**src/rtl/psc_pkg.sv**
```systemverilog
// psc_pkg: shared types, codes and constants of the part sorter controller
// no dependencies; compiled first

package psc_pkg;

  // default depth of the class queue
  localparam int QUEUE_DEPTH_DEF = 16;

  // payload widths
  localparam int KIND_W     = 2;
  localparam int SAMPLE_W   = 10;
  localparam int REFLECT_W  = 11;
  localparam int CLS_W      = 2;
  localparam int DIR_W      = 2;
  localparam int STEPS_W    = 7;
  localparam int COUNT_W    = 8;
  localparam int PEND_W     = 5;
  localparam int STATUS_W   = 2;
  localparam int CFG_IDX_W  = 2;
  localparam int CFG_DATA_W = 10;

  // reflectivity minimum with no sample seen yet
  localparam logic [REFLECT_W-1:0] REFLECT_NONE = 11'd1024;

  // tray rotation step counts
  localparam logic [STEPS_W-1:0] STEPS_NONE    = 7'd0;
  localparam logic [STEPS_W-1:0] STEPS_QUARTER = 7'd50;
  localparam logic [STEPS_W-1:0] STEPS_HALF    = 7'd100;

  // threshold reset values
  localparam logic [CFG_DATA_W-1:0] ALU_MAX_RST   = 10'd254;
  localparam logic [CFG_DATA_W-1:0] STEEL_MAX_RST = 10'd700;
  localparam logic [CFG_DATA_W-1:0] WHITE_MAX_RST = 10'd955;

  // configuration register indexes
  localparam logic [CFG_IDX_W-1:0] CFG_ALU_MAX   = 2'd0;
  localparam logic [CFG_IDX_W-1:0] CFG_STEEL_MAX = 2'd1;
  localparam logic [CFG_IDX_W-1:0] CFG_WHITE_MAX = 2'd2;

  typedef enum logic [KIND_W-1:0] {
    KIND_START  = 2'd0,
    KIND_SAMPLE = 2'd1,
    KIND_FINAL  = 2'd2,
    KIND_EXIT   = 2'd3
  } kind_t;

  typedef enum logic [CLS_W-1:0] {
    CLS_BLACK    = 2'd0,
    CLS_ALUMINUM = 2'd1,
    CLS_WHITE    = 2'd2,
    CLS_STEEL    = 2'd3
  } class_t;

  typedef enum logic [DIR_W-1:0] {
    DIR_NONE = 2'd0,
    DIR_CW   = 2'd1,
    DIR_CCW  = 2'd2
  } dir_t;

  typedef enum logic [STATUS_W-1:0] {
    ST_OK         = 2'd0,
    ST_EMPTY_EXIT = 2'd1,
    ST_QUEUE_FULL = 2'd2
  } status_t;

  // one result item
  typedef struct packed {
    class_t               part_class;
    dir_t                 turn_dir;
    logic [STEPS_W-1:0]   turn_steps;
    class_t               tray_position;
    logic [COUNT_W-1:0]   class_count;
    logic [PEND_W-1:0]    pending;
    status_t              status;
    logic                 event_done;
  } result_t;

  // queue requests from the controller
  typedef struct packed {
    logic   push;
    logic   pop;
    class_t wr_cls;
  } fifo_req_t;

  // queue status back to the controller
  typedef struct packed {
    logic empty;
    logic full;
  } fifo_stat_t;

endpackage

```
**src/rtl/psc_in_if.sv**
```systemverilog
// psc_in_if: input channel of the part sorter (event kind and sample)
// depends on psc_pkg

interface psc_in_if import psc_pkg::*; ();
  logic                valid;
  logic                ready;
  logic [KIND_W-1:0]   kind;
  logic [SAMPLE_W-1:0] sample;

  modport source (output valid, output kind, output sample, input ready);
  modport sink   (input valid, input kind, input sample, output ready);
endinterface

```
**src/rtl/psc_out_if.sv**
```systemverilog
// psc_out_if: result channel of the part sorter
// depends on psc_pkg

interface psc_out_if import psc_pkg::*; ();
  logic                valid;
  logic                ready;
  logic [CLS_W-1:0]    part_class;
  logic [DIR_W-1:0]    turn_dir;
  logic [STEPS_W-1:0]  turn_steps;
  logic [CLS_W-1:0]    tray_position;
  logic [COUNT_W-1:0]  class_count;
  logic [PEND_W-1:0]   pending;
  logic [STATUS_W-1:0] status;
  logic                event_done;

  modport source (
    output valid, output part_class, output turn_dir, output turn_steps,
    output tray_position, output class_count, output pending, output status,
    output event_done, input ready
  );
  modport sink (
    input valid, input part_class, input turn_dir, input turn_steps,
    input tray_position, input class_count, input pending, input status,
    input event_done, output ready
  );
endinterface

```
**src/rtl/part_sorter_controller.sv**
```systemverilog
// part_sorter_controller: top level of the conveyor part sorter
// depends on psc_pkg, psc_in_if, psc_out_if and psc_class_fifo
//
//   channel  | dir | payload                                          | handshake
//   ---------+-----+--------------------------------------------------+------------
//   in_ch    | in  | kind, sample                                     | valid/ready
//   out_ch   | out | part_class, turn_dir, turn_steps, tray_position, | valid/ready
//            |     | class_count, pending, status, event_done         |
//   cfg_*    | in  | cfg_index, cfg_wdata                             | cfg_we
//
// one item per cycle while out_ch.ready stays high; an input transfer passes the
// input register, then the result register. the class queue's head is read
// from a registered memory port that is kept pointing at the next head.
// reset is synchronous: thresholds return to defaults, queue empties,
// tray goes home to black, counts clear. queue storage is not cleared.
// with out_ch.ready low the result holds and one more item waits in the
// input register before in_ch.ready drops.

module part_sorter_controller import psc_pkg::*; #(
  parameter int QUEUE_DEPTH = QUEUE_DEPTH_DEF
) (
  input  logic                  clk,
  input  logic                  rst_n,
  psc_in_if.sink                in_ch,
  psc_out_if.source             out_ch,
  input  logic                  cfg_we,
  input  logic [CFG_IDX_W-1:0]  cfg_index,
  input  logic [CFG_DATA_W-1:0] cfg_wdata
);

  localparam int CNT_W = $clog2(QUEUE_DEPTH + 1);

  // thresholds
  logic [CFG_DATA_W-1:0] alu_max_r, steel_max_r, white_max_r;

  // input register
  logic                s1_valid_r;
  kind_t               s1_kind_r;
  logic [SAMPLE_W-1:0] s1_sample_r;

  // block state
  logic [REFLECT_W-1:0] min_r, min_nxt;
  class_t               tray_r, tray_nxt;
  logic [COUNT_W-1:0]   counts_r [4];
  logic [COUNT_W-1:0]   counts_nxt [4];

  // result register
  logic    out_valid_r;
  result_t out_res_r;
  result_t res;

  // handshake
  logic adv, in_ready, fire;

  // queue
  fifo_req_t        freq;
  fifo_stat_t       fstat;
  class_t           head_cls;
  logic [CNT_W-1:0] fcount;
  logic [CNT_W-1:0] cnt_after;

  // datapath temporaries
  logic [SAMPLE_W-1:0] m_val;
  class_t              cls_fin;
  logic [CLS_W-1:0]    diff;
  logic [COUNT_W-1:0]  cnt_inc;

  function automatic class_t classify(
    input logic [SAMPLE_W-1:0]   m,
    input logic [CFG_DATA_W-1:0] a_max,
    input logic [CFG_DATA_W-1:0] s_max,
    input logic [CFG_DATA_W-1:0] w_max
  );
    class_t c;
    priority if (m <= a_max) c = CLS_ALUMINUM;
    else if (m <= s_max)     c = CLS_STEEL;
    else if (m <= w_max)     c = CLS_WHITE;
    else                     c = CLS_BLACK;
    return c;
  endfunction

  // pipeline advance
  assign adv         = !out_valid_r || out_ch.ready;
  assign in_ready    = !s1_valid_r || adv;
  assign fire        = s1_valid_r && adv;
  assign in_ch.ready = in_ready;

  // threshold writes
  always_ff @(posedge clk) begin
    if (!rst_n) begin
      alu_max_r   <= ALU_MAX_RST;
      steel_max_r <= STEEL_MAX_RST;
      white_max_r <= WHITE_MAX_RST;
    end else if (cfg_we) begin
      unique case (cfg_index)
        CFG_ALU_MAX:   alu_max_r   <= cfg_wdata;
        CFG_STEEL_MAX: steel_max_r <= cfg_wdata;
        CFG_WHITE_MAX: white_max_r <= cfg_wdata;
        default: ;
      endcase
    end
  end

  // input register
  always_ff @(posedge clk) begin
    if (!rst_n) begin
      s1_valid_r <= 1'b0;
    end else if (in_ready) begin
      s1_valid_r <= in_ch.valid;
    end
  end

  always_ff @(posedge clk) begin
    if (in_ready && in_ch.valid) begin
      s1_kind_r   <= kind_t'(in_ch.kind);
      s1_sample_r <= in_ch.sample;
    end
  end

  // per-item work
  always_comb begin
    m_val   = ({1'b0, s1_sample_r} < min_r) ? s1_sample_r : min_r[SAMPLE_W-1:0];
    cls_fin = classify(m_val, alu_max_r, steel_max_r, white_max_r);
    diff    = head_cls - tray_r;
    cnt_inc = counts_r[head_cls] + COUNT_W'(1);

    min_nxt    = min_r;
    tray_nxt   = tray_r;
    counts_nxt = counts_r;
    freq       = '{push: 1'b0, pop: 1'b0, wr_cls: cls_fin};

    res            = '0;
    res.part_class = CLS_BLACK;
    res.turn_dir   = DIR_NONE;
    res.turn_steps = STEPS_NONE;
    res.status     = ST_OK;

    unique case (s1_kind_r)
      KIND_START: begin
        min_nxt = REFLECT_NONE;
      end
      KIND_SAMPLE: begin
        min_nxt = {1'b0, m_val};
      end
      KIND_FINAL: begin
        res.part_class  = cls_fin;
        res.class_count = counts_r[cls_fin];
        if (fstat.full) begin
          res.status = ST_QUEUE_FULL;
        end else begin
          min_nxt        = {1'b0, m_val};
          freq.push      = fire;
          res.event_done = 1'b1;
        end
      end
      KIND_EXIT: begin
        if (fstat.empty) begin
          res.status = ST_EMPTY_EXIT;
        end else begin
          freq.pop             = fire;
          res.part_class       = head_cls;
          tray_nxt             = head_cls;
          counts_nxt[head_cls] = cnt_inc;
          res.class_count      = cnt_inc;
          res.event_done       = 1'b1;
          // shortest rotation, half turn goes clockwise
          unique case (diff)
            2'd1: begin
              res.turn_dir   = DIR_CW;
              res.turn_steps = STEPS_QUARTER;
            end
            2'd2: begin
              res.turn_dir   = DIR_CW;
              res.turn_steps = STEPS_HALF;
            end
            2'd3: begin
              res.turn_dir   = DIR_CCW;
              res.turn_steps = STEPS_QUARTER;
            end
            default: ;
          endcase
        end
      end
      default: ;
    endcase

    // occupancy after this item
    cnt_after = fcount;
    if (freq.push) begin
      cnt_after = fcount + CNT_W'(1);
    end else if (freq.pop) begin
      cnt_after = fcount - CNT_W'(1);
    end
    res.tray_position = tray_nxt;
    res.pending       = PEND_W'(cnt_after);
  end

  // state registers
  always_ff @(posedge clk) begin
    if (!rst_n) begin
      min_r    <= REFLECT_NONE;
      tray_r   <= CLS_BLACK;
      counts_r <= '{default: '0};
    end else if (fire) begin
      min_r    <= min_nxt;
      tray_r   <= tray_nxt;
      counts_r <= counts_nxt;
    end
  end

  // result register
  always_ff @(posedge clk) begin
    if (!rst_n) begin
      out_valid_r <= 1'b0;
    end else if (adv) begin
      out_valid_r <= s1_valid_r;
    end
  end

  always_ff @(posedge clk) begin
    if (fire) begin
      out_res_r <= res;
    end
  end

  psc_class_fifo #(
    .QUEUE_DEPTH (QUEUE_DEPTH)
  ) u_fifo (
    .clk      (clk),
    .rst_n    (rst_n),
    .req      (freq),
    .stat     (fstat),
    .head_cls (head_cls),
    .count    (fcount)
  );

  // result channel
  assign out_ch.valid         = out_valid_r;
  assign out_ch.part_class    = out_res_r.part_class;
  assign out_ch.turn_dir      = out_res_r.turn_dir;
  assign out_ch.turn_steps    = out_res_r.turn_steps;
  assign out_ch.tray_position = out_res_r.tray_position;
  assign out_ch.class_count   = out_res_r.class_count;
  assign out_ch.pending       = out_res_r.pending;
  assign out_ch.status        = out_res_r.status;
  assign out_ch.event_done    = out_res_r.event_done;

  // a completed action never carries an error status
  a_done_ok: assert property (@(posedge clk) disable iff (!rst_n)
    (out_valid_r && out_res_r.event_done) |-> (out_res_r.status == ST_OK))
    else $error("completed action with error status");

  // steps present exactly when the tray turns
  a_turn_steps: assert property (@(posedge clk) disable iff (!rst_n)
    out_valid_r |-> ((out_res_r.turn_steps == STEPS_NONE) ==
                     (out_res_r.turn_dir == DIR_NONE)))
    else $error("turn steps disagree with turn direction");

  // a transferred exit moves the tray to the popped class
  a_tray_follows: assert property (@(posedge clk) disable iff (!rst_n)
    (fire && (s1_kind_r == KIND_EXIT) && !fstat.empty) |=> (tray_r == $past(head_cls)))
    else $error("tray position not updated on exit");

endmodule

```
**src/rtl/psc_class_fifo.sv**
```systemverilog
// psc_class_fifo: class queue with head and tail pointers and a registered head read
// depends on psc_pkg

module psc_class_fifo import psc_pkg::*; #(
  parameter int QUEUE_DEPTH = QUEUE_DEPTH_DEF
) (
  input  logic                             clk,
  input  logic                             rst_n,
  input  fifo_req_t                        req,
  output fifo_stat_t                       stat,
  output class_t                           head_cls,
  output logic [$clog2(QUEUE_DEPTH+1)-1:0] count
);

  localparam int PTR_W = $clog2(QUEUE_DEPTH);
  localparam int CNT_W = $clog2(QUEUE_DEPTH + 1);
  localparam logic [PTR_W-1:0] PTR_LAST = PTR_W'(QUEUE_DEPTH - 1);
  localparam logic [CNT_W-1:0] CNT_FULL = CNT_W'(QUEUE_DEPTH);

  class_t           mem [QUEUE_DEPTH];
  logic [PTR_W-1:0] head_r, head_nxt;
  logic [PTR_W-1:0] tail_r, tail_nxt;
  logic [CNT_W-1:0] count_r, count_nxt;
  class_t           head_cls_r;
  logic [PTR_W-1:0] rd_addr;

  // pointer wrap for any depth
  function automatic logic [PTR_W-1:0] next_slot(input logic [PTR_W-1:0] p);
    return (p == PTR_LAST) ? '0 : p + PTR_W'(1);
  endfunction

  // pointer and fill count update
  always_comb begin
    head_nxt  = req.pop  ? next_slot(head_r) : head_r;
    tail_nxt  = req.push ? next_slot(tail_r) : tail_r;
    count_nxt = count_r;
    if (req.push && !req.pop) begin
      count_nxt = count_r + CNT_W'(1);
    end else if (req.pop && !req.push) begin
      count_nxt = count_r - CNT_W'(1);
    end
    rd_addr = head_nxt;
  end

  always_ff @(posedge clk) begin
    if (!rst_n) begin
      head_r  <= '0;
      tail_r  <= '0;
      count_r <= '0;
    end else begin
      head_r  <= head_nxt;
      tail_r  <= tail_nxt;
      count_r <= count_nxt;
    end
  end

  // storage write and registered head read, write data forwarded on a match
  always_ff @(posedge clk) begin
    if (req.push) begin
      mem[tail_r] <= req.wr_cls;
    end
    if (req.push && (tail_r == rd_addr)) begin
      head_cls_r <= req.wr_cls;
    end else begin
      head_cls_r <= mem[rd_addr];
    end
  end

  assign stat.empty = (count_r == '0);
  assign stat.full  = (count_r == CNT_FULL);
  assign head_cls   = head_cls_r;
  assign count      = count_r;

  // fill count never passes the depth
  a_count_bound: assert property (@(posedge clk) disable iff (!rst_n)
    count_r <= CNT_FULL)
    else $error("class queue count above depth");

  // no pop from an empty queue
  a_pop_nonempty: assert property (@(posedge clk) disable iff (!rst_n)
    req.pop |-> !stat.empty)
    else $error("pop from empty class queue");

  // no push into a full queue
  a_push_nonfull: assert property (@(posedge clk) disable iff (!rst_n)
    req.push |-> !stat.full)
    else $error("push into full class queue");

  // a lone push grows the count by one
  a_push_count: assert property (@(posedge clk) disable iff (!rst_n)
    (req.push && !req.pop) |=> (count_r == $past(count_r) + CNT_W'(1)))
    else $error("class queue count not tracking push");

endmodule
```
**src/flat_wrapper.sv**
```systemverilog
// flat-port wrapper written by rule: the top's interface ports become plain ports
module part_sorter_controller_flat import psc_pkg::*;
#(
  parameter int QUEUE_DEPTH = QUEUE_DEPTH_DEF
)
  (clk, rst_n, cfg_we, cfg_index, cfg_wdata, in_ch_valid, in_ch_kind, in_ch_sample, in_ch_ready, out_ch_valid, out_ch_part_class, out_ch_turn_dir, out_ch_turn_steps, out_ch_tray_position, out_ch_class_count, out_ch_pending, out_ch_status, out_ch_event_done, out_ch_ready);
  psc_in_if in_ch_i ();
  psc_out_if out_ch_i ();
  input  logic clk;
  input  logic rst_n;
  input  logic cfg_we;
  input  logic [CFG_IDX_W-1:0] cfg_index;
  input  logic [CFG_DATA_W-1:0] cfg_wdata;
  input wire logic [$bits(in_ch_i.valid)-1:0] in_ch_valid;
  input wire logic [$bits(in_ch_i.kind)-1:0] in_ch_kind;
  input wire logic [$bits(in_ch_i.sample)-1:0] in_ch_sample;
  output wire logic [$bits(in_ch_i.ready)-1:0] in_ch_ready;
  output wire logic [$bits(out_ch_i.valid)-1:0] out_ch_valid;
  output wire logic [$bits(out_ch_i.part_class)-1:0] out_ch_part_class;
  output wire logic [$bits(out_ch_i.turn_dir)-1:0] out_ch_turn_dir;
  output wire logic [$bits(out_ch_i.turn_steps)-1:0] out_ch_turn_steps;
  output wire logic [$bits(out_ch_i.tray_position)-1:0] out_ch_tray_position;
  output wire logic [$bits(out_ch_i.class_count)-1:0] out_ch_class_count;
  output wire logic [$bits(out_ch_i.pending)-1:0] out_ch_pending;
  output wire logic [$bits(out_ch_i.status)-1:0] out_ch_status;
  output wire logic [$bits(out_ch_i.event_done)-1:0] out_ch_event_done;
  input wire logic [$bits(out_ch_i.ready)-1:0] out_ch_ready;
  assign in_ch_i.valid = in_ch_valid;
  assign in_ch_i.kind = in_ch_kind;
  assign in_ch_i.sample = in_ch_sample;
  assign in_ch_ready = in_ch_i.ready;
  assign out_ch_valid = out_ch_i.valid;
  assign out_ch_part_class = out_ch_i.part_class;
  assign out_ch_turn_dir = out_ch_i.turn_dir;
  assign out_ch_turn_steps = out_ch_i.turn_steps;
  assign out_ch_tray_position = out_ch_i.tray_position;
  assign out_ch_class_count = out_ch_i.class_count;
  assign out_ch_pending = out_ch_i.pending;
  assign out_ch_status = out_ch_i.status;
  assign out_ch_event_done = out_ch_i.event_done;
  assign out_ch_i.ready = out_ch_ready;
  part_sorter_controller #(.QUEUE_DEPTH(QUEUE_DEPTH)) u_core (.clk(clk), .rst_n(rst_n), .in_ch(in_ch_i), .out_ch(out_ch_i), .cfg_we(cfg_we), .cfg_index(cfg_index), .cfg_wdata(cfg_wdata));
endmodule
```
**config.mk**
```make
export PLATFORM = sky130hd
export DESIGN_NAME = part_sorter_controller_flat
export DESIGN_NICKNAME = d
export VERILOG_FILES = /design/src/rtl/psc_pkg.sv /design/src/rtl/psc_in_if.sv /design/src/rtl/psc_out_if.sv /design/src/rtl/part_sorter_controller.sv /design/src/rtl/psc_class_fifo.sv /design/src/flat_wrapper.sv
export SDC_FILE = /design/constraint.sdc
export NUM_CORES = 1
export LEC_CHECK = 0
export BUFFER_PORTS_ARGS = -buffer_cell sky130_fd_sc_hd__buf_2
export CAP_MARGIN = 10
export CORE_ASPECT_RATIO = 1.75
export CORE_UTILIZATION = 55
export CTS_CLUSTER_SIZE = 25
export DETAILED_ROUTE_END_ITERATION = 8
export GPL_TIMING_DRIVEN = 0
export HOLD_SLACK_MARGIN = 0.15
export PLACE_DENSITY = 0.73
export REMOVE_ABC_BUFFERS = 1
export SETUP_SLACK_MARGIN = 0.2
export SLEW_MARGIN = 15
export SYNTH_ARGS = -nofsm -noshare
export SYNTH_HDL_FRONTEND = slang
export SYNTH_SLANG_ARGS = --single-unit
```
**constraint.sdc**
```tcl
create_clock -name clk -period 8 [get_ports clk]
set_clock_uncertainty 0.05 [all_clocks]
set_input_delay 2 -clock clk [delete_from_list [all_inputs] [get_ports clk]]
set_output_delay 2 -clock clk [all_outputs]
set_load 0.02 [all_outputs]
```
# Word level (Yosys, flattened, before mapping)
# Memories as Yosys holds them, arrays and structs flattened. A register that Yosys moved wholly into a read port is not among the register bits.
# Cells that the tools add are included.
[word_totals]
reg_bits = 131
ramBits = 32
wordCells = 116
memories = 1
[classes]
addsub = 6
n_lt_le_gt_ge = 7
n_eq_ne = 12
n_mux = 40
n_bitwise = 4
n_reduce_logical = 22
[mem_list]
columns = ["name", "words", "word_bits", "rd", "rd_ports_with_merged_regs", "write_ports", "line", "source"]
rows = [
  ["u_core.u_fifo.mem", 16, 2, 1, 1, 1, "psc_class_fifo.sv:20", "class_t mem [QUEUE_DEPTH];"],
]
[op_table]
columns = ["operator", "n"]
rows = [
  ["$mux 8", 6],
  ["$pmux 11 s3", 1],
  ["$bmux 8 s2", 2],
  ["$bwmux 32", 1],
  ["$le 10x10->1", 3],
  ["$pmux 9 s3", 1],
  ["$mux 11", 2],
  ["$mux 5", 4],
  ["$demux 8 s2", 1],
  ["$pmux 8 s2", 1],
  ["$mux 2", 6],
  ["$mux 4", 3],
  ["$lt 10x11->1", 1],
  ["$eq 2x2->1 const B", 5],
  ["$mux 10", 1],
  ["$mux 1", 9],
  ["$add 4x1->4 const B", 2],
  ["$add 8x1->8 const B", 1],
  ["$eq 4x4->1 const B", 2],
  ["$eq 2x1->1 const B", 3],
  ["$ge 3x3->1 const B", 2],
  ["$not 2->3", 2],
  ["$pmux 3 s2", 1],
  ["$reduce_and 2->1", 3],
  ["other kinds (17)", 28],
]

# Depth between registers and ports, before layout
# Gate-level depths: netlist of run 1.
[depth]
ltp_word = 11
ltp_mapped = 21

# Modules after synthesis
# Synthesis of run 1 repeated with hierarchy kept, for this count alone.
[hier_totals]
cells_unflattened = 756
area_unflattened_um2 = 8177.8
[by_module_without_submodules]
columns = ["mod", "n_inst", "cells_each", "area_each_um2"]
rows = [
  ["part_sorter_controller", 1, 597, 6015.8],
  ["psc_class_fifo", 1, 159, 2162.1],
]

# Worst setup path after synthesis of run 1
# No wires, ideal clock.
[synth_path]
kind = "register to register"
from = "reg u_core.s1_sample_r[1]"
to = "reg u_core.out_res_r, in the netlist u_core.out_ch.class_count[1], data pin"
setup_time_ns = 0.257
t_arrival_ns = 4.270
path_slack_ns = 3.424
stages_incl_launch_ff = 21
path_buffers = 2
period_less_slack_ns = 4.576
path_cell_list = "edfxtp_1 > ha_1 > a21o_1 > a21o_1 > a21oi_1 > o21ai_0 > a21oi_1 > clkbuf_1 > nand2_1 > o21ai_0 > ha_1 > nor2b_1 > o21a_1 > o21a_1 > o211ai_1 > a21oi_1 > o21ai_0 > o21a_1 > clkbuf_1 > o211ai_1 > a32o_1"
[synth_between]
elab_chain_cells = 11
elab_cells_between_ends = 13
cone_classes = "order compare: 4; mux: 8; bitwise: 1"
[synth_lines]
columns = ["element", "line", "source"]
rows = [
  ["from (decl)", "part_sorter_controller.sv:39", "logic [SAMPLE_W-1:0] s1_sample_r;"],
  ["from (signal assigned)", "part_sorter_controller.sv:116", "s1_sample_r <= in_ch.sample;"],
  ["$lt 10x11->1", "part_sorter_controller.sv:122", "m_val = ({1'b0, s1_sample_r} < min_r) ? s1_sample_r : min_r[SAMPLE_W-1:0];"],
  ["$mux 10 (*)", "part_sorter_controller.sv:122", ""],
  ["$le 10x10->1", "part_sorter_controller.sv:77", "else if (m <= w_max) c = CLS_WHITE;"],
  ["$mux 2", "part_sorter_controller.sv:77", ""],
  ["$mux 2", "part_sorter_controller.sv:76", "else if (m <= s_max) c = CLS_STEEL;"],
  ["$mux 2 (*)", "part_sorter_controller.sv:75", "priority if (m <= a_max) c = CLS_ALUMINUM;"],
  ["named net u_core.cls_fin[1]", "part_sorter_controller.sv:64", "class_t cls_fin;"],
  ["$not 2->3 (not written as such) (*)", "part_sorter_controller.sv:147", "res.class_count = counts_r[cls_fin];"],
  ["$bmux 8 s2 (*)", "part_sorter_controller.sv:147", ""],
  ["$mux 8 (not written as such) (*) (2 in a row)", "part_sorter_controller.sv:147", ""],
  ["$pmux 8 s2 (*)", "part_sorter_controller.sv:138", "unique case (s1_kind_r)"],
  ["to (signal assigned)", "part_sorter_controller.sv:222", "out_res_r <= res;"],
  ["to (decl)", "part_sorter_controller.sv:49", "result_t out_res_r;"],
]
# The timed path passes the listed nets; every way through them passes the cells marked *. The select of a mux whose other input is x is not followed.
# A chain may end at the register's enable or synchronous reset.

# Worst setup path in the final report of run 1
[layout_path]
from = "reg u_core.s1_sample_r[1]"
to = "reg u_core.out_res_r, in the netlist u_core.out_ch.class_count[1], data pin"
[layout_between]
elab_chain_cells = 11
elab_cells_between_ends = 13
cone_classes = "order compare: 4; mux: 8; bitwise: 1"
[layout_lines]
columns = ["element", "line"]
rows = [
  ["$lt 10x11->1", "part_sorter_controller.sv:122"],
  ["$mux 10 (*)", "part_sorter_controller.sv:122"],
  ["$le 10x10->1", "part_sorter_controller.sv:77"],
  ["$mux 2", "part_sorter_controller.sv:77"],
  ["$mux 2", "part_sorter_controller.sv:76"],
  ["$mux 2 (*)", "part_sorter_controller.sv:75"],
  ["$not 2->3 (not written as such) (*)", "part_sorter_controller.sv:147"],
  ["$bmux 8 s2 (*)", "part_sorter_controller.sv:147"],
  ["$mux 8 (not written as such) (*) (2 in a row)", "part_sorter_controller.sv:147"],
  ["$pmux 8 s2 (*)", "part_sorter_controller.sv:138"],
]
# Every way passes the cells marked *; elsewhere a longest branch is shown, timed or not. The select of a mux whose other input is x is not followed.

==> out/metrics.yaml, run 1 <==
timing:
  period_share: 0.711
  maxSlewViolCount: 0
  tns_ps: 0
  grt_setup_unrepaired: "no"
  layout_setup_ws_ps: 2310
  setup_violations: 0
  hold_viol_final: 0
  fmax_ghz: 0.176
  slew_headroom: 0.213
  tightest_slew_ps: 1150
  layout_min_cycle_time_ps: 5690
placement:
  dpl.hpwl_mm: 13.8
  place_ws_ps: 1880
  io_buffers: 57
  gp_routability_congestion: 0.870
critical_path:
  startpoint_type: "flop"
  reg2reg_slack_ps: 2310
  r2r_start: "u_core.s1_sample_r[1]"
  path_class: "flop to flop"
  startpoint: "u_core.s1_sample_r[1]"
  endpoint_kind: "flop"
  cp_max_fo: 30
  arrival_ps: 5810
  worstPathRequired_ps: 8120
pwr:
  ir_drop_uv: 162
  p_leak_nw: 3.57
  total_power_w: 0.00191
  power_density_mw_per_mm2: 209
drt:
  vias_per_cell: 6.05
  num_vias: 6378
  postRouteAntennaNets: 0
  totalWireLength_mm: 19.0
  wl_per_cell_um: 18.0
  drtIter0Drc: 511
  drc_errors: 0
  first_pass_iters: 5
layout:
  drive_gt1_frac: 0.133
  final_cell_mix: "nand2_1, dfxtp_1, edfxtp_1"
  n_antenna_cell: 0
  fillers: 1187
  layout_commonest_cell: "nand2_1"
  final_nets: 945
  areaGrowthSynthToFinish_pct: 11.5
clock_tree:
  cts_root_buf: "clkbuf_16"
  cts.clk_slew.worst_paths_ps: 60
  htreeDepth: 4
  clk-insertion-delay-late_ps: 430
  cts_tree: "built"
  cts_setup_buffers: 0
  clock_sinks: 163
  cts-buffers-inserted: 17
  ctsHoldBuffers: 0
  ctsResizeCount: 0
  clockBufferDepth: 2
floorplanning:
  die-area_mm2: 0.0154
  die_h_um: 163
  num_rows: 58
  dieWidth_um: 94.2
  coreArea_mm2: 0.0144
  design.portCount: 60
  initial_core_util: 0.567
global_routing:
  grt_usage: 0.260
  grt_pass1_vias: 6379
  grt_antenna_before_repair: 0
  grt_pass1_wl_mm: 30.6
  overflow: 0
  grt_start_max_net_pins: 56
synthesis:
  synthDistinctLibCells: 69
  synth_area_leaders: "edfxtp_1, dfxtp_1, ha_1"
  synth_edf_count: 69
  ys_seq_area_frac: 0.483
  netlist_instances: 831
  ys.warnings.count: 0
  yosysTopAreaCellShare: 0.253
  synthArstFlopShare: 0
  avgSynthCellArea_um2: 9.85
  yosysTopAreaCell: "edfxtp_1"
  ys_ff_latch: 163
  syn-cell-area_mm2: 0.00818
  ys.flop_type: "dfxtp_1"
run:
  cap_violations: 0
worst_hold_path:
  hold_start: "u_core.steel_max_r[6]"
  hold_path.class: "flop to flop"
run_status:
  status: "finished, final reports clean"
path summary, 6_finish.rpt:
check                                  to  cells after the start
max          u_core.out_ch.class_count[1]                     17
min                 u_core.steel_max_r[6]                      2
max reg2reg  u_core.out_ch.class_count[1]                     17
min reg2reg         u_core.steel_max_r[6]                      2
synthesized netlist by cell type, drive strengths merged (6+ instances only):
| cell type | number |
|---|---|
| o21ai | 51 |
| a22o | 11 |
| mux2i | 25 |
| nand3 | 13 |
| a21boi | 10 |
| o211ai | 31 |
| nand4 | 13 |
| ha | 54 |
| edfxtp | 69 |
| nand2b | 6 |
| a211oi | 10 |
| dfxtp | 94 |
| and2 | 12 |
| nor2 | 59 |
| xnor2 | 12 |
| a21o | 11 |
| inv | 53 |
| nand2 | 108 |
| nor2b | 8 |
| mux2 | 6 |
| buf | 13 |
| nor3 | 11 |
| clkbuf | 38 |
| a21oi | 36 |
stage by stage:
stage | instances | area (um^2) | hold WS (ps) | utilization
floorplan | 781 | 7960 | 386 | -
detailed placement | 1023 | 8530 | 412 | 0.591
finish | 1055 | 9130 | 420 | 0.632
CTS | 1055 | 9120 | 422 | 0.632
global placement | 1018 | 8470 | 402 | 0.586
global route | 1055 | 9130 | 449 | 0.632
area by class of cell:
class	count	area, um^2	area share
clock buffers	19	454	0.0498
clock inverters	13	139	0.0152
inverters	54	203	0.0222
multi-input cells	564	3820	0.418
flip-flops and latches	163	3950	0.433
well taps	180	225	0.0247
repair buffers	62	334	0.0366
kinds of logic (layout without fill, tap and decap cells):
kind of cell,count (synthesis),after routing,share of synthesized area
and+or+nand+nor,252,252,0.141
muxes,36,36,0.0535
other,1,2,0.000458
DFF,163,163,0.483
AOI/OAI and AO/OA,203,203,0.169
buffers and inverters,105,148,0.0526
xor gates and xnor gates,17,17,0.0182
adders and majority gates,54,54,0.0826
critical path: stages (launching register included):
cell and delay (ps):
edfxtp_1 420, ha_1 300, a21o_1 150, a21o_1 170, a21oi_1 160, o21ai_0 150, a21oi_2 650, o21ai_0 380
ha_1 390, nor2b_1 140, o21a_1 160, o21a_1 170, o211ai_1 160, a21oi_1 110, o21ai_1 450, o21a_1 880
o211ai_1 200, a32o_1 340
per-layer routing:
metal  routed length (um)  vias up  share of wire  track usage
li1                     -     3038              -            -
met1                 6780     3001           0.36        0.260
met2                10200      245           0.54        0.481
met3                  865       94          0.046       0.0475
met5                    0        -              0            0
met4                 1100        0          0.058        0.164
registers in the layout, summed over array words and instances, names as in the netlist, 8 cells and up, named ones only:
signal / flops
u_core.min_r: 11
u_core.alu_max_r: 10
u_core.counts_r: 32
u_core.white_max_r: 10
u_core.out_ch.class_count: 8
u_core.s1_sample_r: 10
u_core.steel_max_r: 10
u_core.u_fifo.mem: 32
power by group:
part           switching [W]  internal (W)  total (W)
Clock               0.000351      0.000457   0.000808
Combinational       0.000125     0.0000686   0.000194
Sequential         0.0000133      0.000895   0.000908
Note: power is estimated with default switching activity, not from simulation.
==> run 2, diff against run 1 <==
==> constraint.sdc (replaced) <==
create_clock -name clk -period 5.3 [get_ports clk]
set_clock_uncertainty 0.05 [all_clocks]
set_input_delay 1.325 -clock clk [delete_from_list [all_inputs] [get_ports clk]]
set_output_delay 1.325 -clock clk [all_outputs]
set_load 0.02 [all_outputs]
==> run 2 against run 1 <==
  * Design area up 0.38%
  * First-iteration DRC count increased by 0.78%
  * Setup slack worse by 1800 ps
  * Fmax up 20%
  * Clock power grew 51%
  * Critical path depth decreased by 1
  * Non-clock buffer count increased by 1
  * Die area stayed put
  * Power rose by 51%
  * Critical endpoint is now u_core.out_ch.class_count[2]
==> out/metrics.yaml, run 2 (synthesis gave the netlist of run 1 again) <==
layout:
  areaGrowthSynthToFinish_pct: 12.0
  drive_gt1_frac: 0.137
  final_util: 0.634
  fillers: 1182
  final_cell_mix: "nand2_1, dfxtp_1, edfxtp_1"
  n_antenna_cell: 0
  largestRegisters: "u_core.counts_r: 32 flops, u_core.u_fifo.mem: 32 flops, u_core.min_r: 11 flops"
  fin_area_mm2: 0.00916
  instances_no_fill: 1057
  layout_commonest_cell: "nand2_1"
  final_nets: 947
global_routing:
  grt_pass1_wl_mm: 30.8
  overflow: 0
  grt_antenna_before_repair: 0
  grt_usage: 0.262
  grt_start_max_net_pins: 56
  grt_pass1_vias: 6416
pwr:
  power_density_mw_per_mm2: 315
  p_leak_nw: 3.58
  ir_drop_uv: 244
  total_power_w: 0.00289
clock_tree:
  clockBufferDepth: 2
  cts-buffers-inserted: 17
  clk-insertion-delay-late_ps: 430
  clock_sinks: 163
  cts_root_buf: "clkbuf_16"
  htreeDepth: 4
  cts.clk_slew.worst_paths_ps: 70
  cts_tree: "built"
critical_path:
  arrival_ps: 4870
  cp_max_fo: 14
  cp_top_family: "compound AO/OA/AOI/OAI gates"
  endpoint_kind: "flop"
  crit_slowest_cell: "edfxtp_1"
  cp_cell_sequence: "ha_1 > a2111oi_0 > o21ai_1 > a21oi_4 > o21ai_0 > ha_1 > a21o_1 > a21o_1 > a21oi_1 > or2_2 > a32oi_2 > buf_6 > o211ai_1 > buf_4 > a221o_1 > a31o_2"
  worst_path_largest_cell_delay_ps: 430
  path_buf_inv: 2
  startpoint_type: "flop"
  path_class: "flop to flop"
  worstPathRequired_ps: 5430
floorplanning:
  dieWidth_um: 94.2
  design.portCount: 60
  num_rows: 58
  initial_core_util: 0.567
  die_h_um: 163
  coreArea_mm2: 0.0144
  die-area_mm2: 0.0154
drt:
  drc_errors: 0
  totalWireLength_mm: 19.1
  drtIter0Drc: 515
  wl_per_cell_um: 18.1
  first_pass_iters: 5
  num_vias: 6390
  postRouteAntennaNets: 0
  vias_per_cell: 6.05
timing:
  setup_violations: 0
  maxSlewViolCount: 0
  layout_min_cycle_time_ps: 4740
  grt_setup_unrepaired: "no"
  tns_ps: 0
  period_share: 0.894
  slew_headroom: 0.214
  tightest_slew_ps: 1150
  fmax_ghz: 0.211
  hold_viol_final: 0
run:
  cap_violations: 0
placement:
  dpl.hpwl_mm: 13.8
  dpl_cell_area_mm2: 0.00853
  io_buffers: 57
  dp.cells: 1023
  gp_routability_congestion: 0.870
run_status:
  status: "finished, final reports clean"
worst_hold_path:
  hold_path.class: "flop to flop"
==> run 2: cell count changes in the layout (fill, tap and decap cells not counted), sizes merged <==
cell,delta
buf,+1
a21oi,+1
==> run 2: layout make-up <==
class / count / area [um^2] / area share
clock inverters: 13 / 139 / 0.0152
repair buffers: 63 / 342 / 0.0373
flip-flops and latches: 163 / 3950 / 0.432
clock buffers: 19 / 454 / 0.0496
well taps: 180 / 225 / 0.0246
inverters: 54 / 203 / 0.0221
multi-input cells: 565 / 3850 / 0.420
==> run 2: where the power goes <==
group          switching [W]  leakage, nW  internal (W)
Combinational       0.000192         1.88      0.000106
Clock               0.000529        0.288      0.000691
Sequential         0.0000204         1.40       0.00135
==> run 2: per-layer routing <==
layer / share of wire / vias to the layer above / track usage
met2: 0.54 / 255 / 0.486
met3: 0.048 / 87 / 0.0480
li1: - / 3047 / -
met5: 0 / - / 0
met4: 0.053 / 0 / 0.162
met1: 0.36 / 3001 / 0.261
==> run 2: tightest hold or removal path, delay by kind of cell, from the launching register on <==
family | cells | cell delay [ps]
AO/OA/AOI/OAI | 1 | 60
AND/OR/NAND/NOR | 1 | 50
flip-flops | 1 | 310
==> run 2: timing repair <==
action | 4_1_cts | 5_1_grt
buffers inserted | 0 | 1
pin swaps | 1 | 0
gates resized for setup | 3 | 5
setup endpoints to repair | 42 | 8
cloned | 1 | 0
hold buffers | 0 | 0
==> run 2: path summary, 6_finish.rpt <==
| path | to | startpoint | slack (ps) | cells after the start |
|---|---|---|---|---|
| setup / recovery | u_core.out_ch.class_count[2] | u_core.s1_sample_r[5] | 560 | 16 |
| setup reg to reg | u_core.out_ch.class_count[2] | u_core.s1_sample_r[5] | 560 | 16 |
| hold / removal | u_core.steel_max_r[1] | u_core.steel_max_r[1] | 420 | 2 |
| hold reg to reg | u_core.steel_max_r[1] | u_core.steel_max_r[1] | 420 | 2 |
==> run 2: metrics by stage <==
stage	hold slack, ps	setup WS [ps]
after global placement	402	-2010
after CTS	422	202
after detailed placement	412	-822
after global routing	449	258
after floorplan	386	-139
final	421	559
==> run 3, diff against run 2 <==
--- a/config.mk
+++ b/config.mk
@@ -9,6 +9,7 @@
 export CAP_MARGIN = 10
 export CORE_ASPECT_RATIO = 1.75
 export CORE_UTILIZATION = 55
+export CTS_BUF_LIST = sky130_fd_sc_hd__clkbuf_16
 export CTS_CLUSTER_SIZE = 25
 export DETAILED_ROUTE_END_ITERATION = 8
 export GPL_TIMING_DRIVEN = 0
==> run 3 against run 2 <==
  * Cell count is the same
  * Largest cell class unchanged
  * Setup slack worse by 0.89 ps
  * Clock power about the same
  * Critical path type unchanged
  * Critical path depth up 2
  * Flip-flop and latch count did not move
  * Die area stayed put
  * First-iteration DRC count stayed put
  * Core utilization unchanged
  * Highest routed layer unchanged
  * Sequential share of layout area unchanged
  * Global-route usage is the same
==> out/metrics.yaml, run 3 (synthesis gave the netlist of run 1 again) <==
critical_path:
  arrival_ps: 4830
  r2r_start: "u_core.s1_sample_r[1]"
  worstPathRequired_ps: 5390
  startpoint_type: "flop"
  path_class: "flop to flop"
  startpoint: "u_core.s1_sample_r[1]"
  path_buf_inv: 0
  reg2reg_slack_ps: 560
  worst_path_largest_cell_delay_ps: 440
  cp_max_fo: 10
  endpoint_kind: "flop"
  cp_common_cell: "o21ai_0"
  r2r_end: "u_core.out_ch.class_count[3]"
  crit_end: "u_core.out_ch.class_count[3]"
  cp_top_family: "compound AO/OA/AOI/OAI gates"
  cp.depth: 18
  cp_cell_sequence: "ha_1 > a21o_1 > a21o_1 > a21oi_1 > o21ai_1 > a21oi_2 > nand2_1 > o21ai_0 > ha_1 > a21oi_1 > nor2b_1 > o21ai_0 > nand3b_1 > o21ai_0 > mux2_2 > mux2_2 > a32oi_1 > o21ai_0"
  crit_slowest_cell: "a21oi_2"
  reg2regPathDepth: 18
layout:
  final_cell_mix: "nand2_1, dfxtp_1, edfxtp_1"
  fillers: 1182
  multiInputGateArea_mm2: 0.00385
  ff_latch_area_mm2: 0.00395
  fin_area_mm2: 0.00916
  final_nets: 947
  areaGrowthSynthToFinish_pct: 12.0
  n_antenna_cell: 0
  instances_no_fill: 1057
  largestRegisters: "u_core.counts_r: 32 flops, u_core.u_fifo.mem: 32 flops, u_core.min_r: 11 flops"
  drive_gt1_frac: 0.137
  layout_commonest_cell: "nand2_1"
  final_util: 0.634
floorplanning:
  die_h_um: 163
  design.portCount: 60
  die-area_mm2: 0.0154
  initial_core_util: 0.567
  num_rows: 58
  coreArea_mm2: 0.0144
  dieWidth_um: 94.2
placement:
  dpl.hpwl_mm: 13.8
  gp_routability_congestion: 0.870
  dpl_cell_area_mm2: 0.00853
  io_buffers: 57
  dp.cells: 1023
timing:
  layout_min_cycle_time_ps: 4740
  grt_setup_unrepaired: "no"
  slew_headroom: 0.200
  hold_viol_final: 0
  tightest_slew_ps: 1170
  maxSlewViolCount: 0
  period_share: 0.895
  fmax_ghz: 0.211
  setup_violations: 0
drt:
  vias_per_cell: 6.07
  drtIter0Drc: 515
  postRouteAntennaNets: 0
  num_vias: 6417
  wl_per_cell_um: 18.1
  first_pass_iters: 5
  drc_errors: 0
  totalWireLength_mm: 19.1
clock_tree:
  cts-buffers-inserted: 17
  htreeDepth: 4
  clock_sinks: 163
  cts_tree: "built"
  clk-insertion-delay-late_ps: 430
  cts_root_buf: "clkbuf_16"
  cts.clk_slew.worst_paths_ps: 60
  clockBufferDepth: 2
global_routing:
  grt_pass1_vias: 6416
  grt_pass1_wl_mm: 30.8
  overflow: 0
  grt_usage: 0.262
  grt_antenna_before_repair: 0
  grt_start_max_net_pins: 56
pwr:
  power_density_mw_per_mm2: 315
  ir_drop_uv: 243
  p_leak_nw: 3.58
worst_hold_path:
  hold_path.class: "flop to flop"
run_status:
  status: "finished, final reports clean"
run:
  cap_violations: 0
[run 3: cell count changes in the layout (fill, tap and decap cells not counted), sizes merged]
cell    previous run  this run
inv               59        60
clkbuf            19        18
[run 3: metrics by stage]
| stage | power, W | TNS, ps | setup slack, ps | hold WS, ps |
|---|---|---|---|---|
| final | 0.00289 | 0 | 558 | 420 |
| after global routing | 0.00298 | 0 | 258 | 449 |
| after floorplan | 0.00158 | -591 | -139 | 386 |
| after CTS | 0.00290 | 0 | 202 | 422 |
| after global placement | 0.00167 | -60850 | -2010 | 402 |
| after detailed placement | 0.00169 | -13570 | -822 | 412 |
[run 3: layout make-up]
cell class	instances	share of cell area
clock inverter	14	0.0156
inverter	54	0.0221
tap	180	0.0246
sequential	163	0.432
timing repair buffer	63	0.0373
multi-input combinational	565	0.420
clock buffer	18	0.0492
[run 3: worst min-delay path by stage]
stage                                      from                     to  depth (start not counted)  slack (ps)
after floorplan             u_core.alu_max_r[9]    u_core.alu_max_r[9]                          2         390
after global placement      u_core.alu_max_r[9]    u_core.alu_max_r[9]                          2         400
after detailed placement    u_core.alu_max_r[9]    u_core.alu_max_r[9]                          2         410
after CTS                 u_core.steel_max_r[1]  u_core.steel_max_r[1]                          2         420
after global routing      u_core.steel_max_r[1]  u_core.steel_max_r[1]                          2         450
final                     u_core.steel_max_r[6]  u_core.steel_max_r[6]                          2         420
[run 3: report_power, final]
part / internal [W] / switching (W) / total (W)
clock: 0.000689 / 0.000530 / 0.00122
sequential: 0.00135 / 0.0000204 / 0.00137
combinational: 0.000106 / 0.000192 / 0.000298
[run 3: worst reg2reg max path: stages (launching register included)]
cell      delay, ps
edfxtp_1        420
ha_1            300
a21o_1          150
a21o_1          180
a21oi_1         180
o21ai_1         180
a21oi_2         440
nand2_1          90
o21ai_0         250
ha_1            360
a21oi_1         130
nor2b_1          60
o21ai_0         150
nand3b_1         90
o21ai_0         440
mux2_2          400
mux2_2          260
a32oi_1         180
o21ai_0         160
[run 3: timing repair]
action,in CTS,in global routing
cloned,1,0
gates resized for setup,3,5
buffers inserted,0,1
hold buffers,0,0
setup endpoints to repair,42,8
pin swaps,1,0
[run 3: routing by layer]
metal,global-route usage,routed length (um),vias up
met5,0,0,-
met4,0.162,1050,0
met3,0.0480,951,93
met2,0.486,10400,274
met1,0.261,6740,3003
li1,-,-,3047
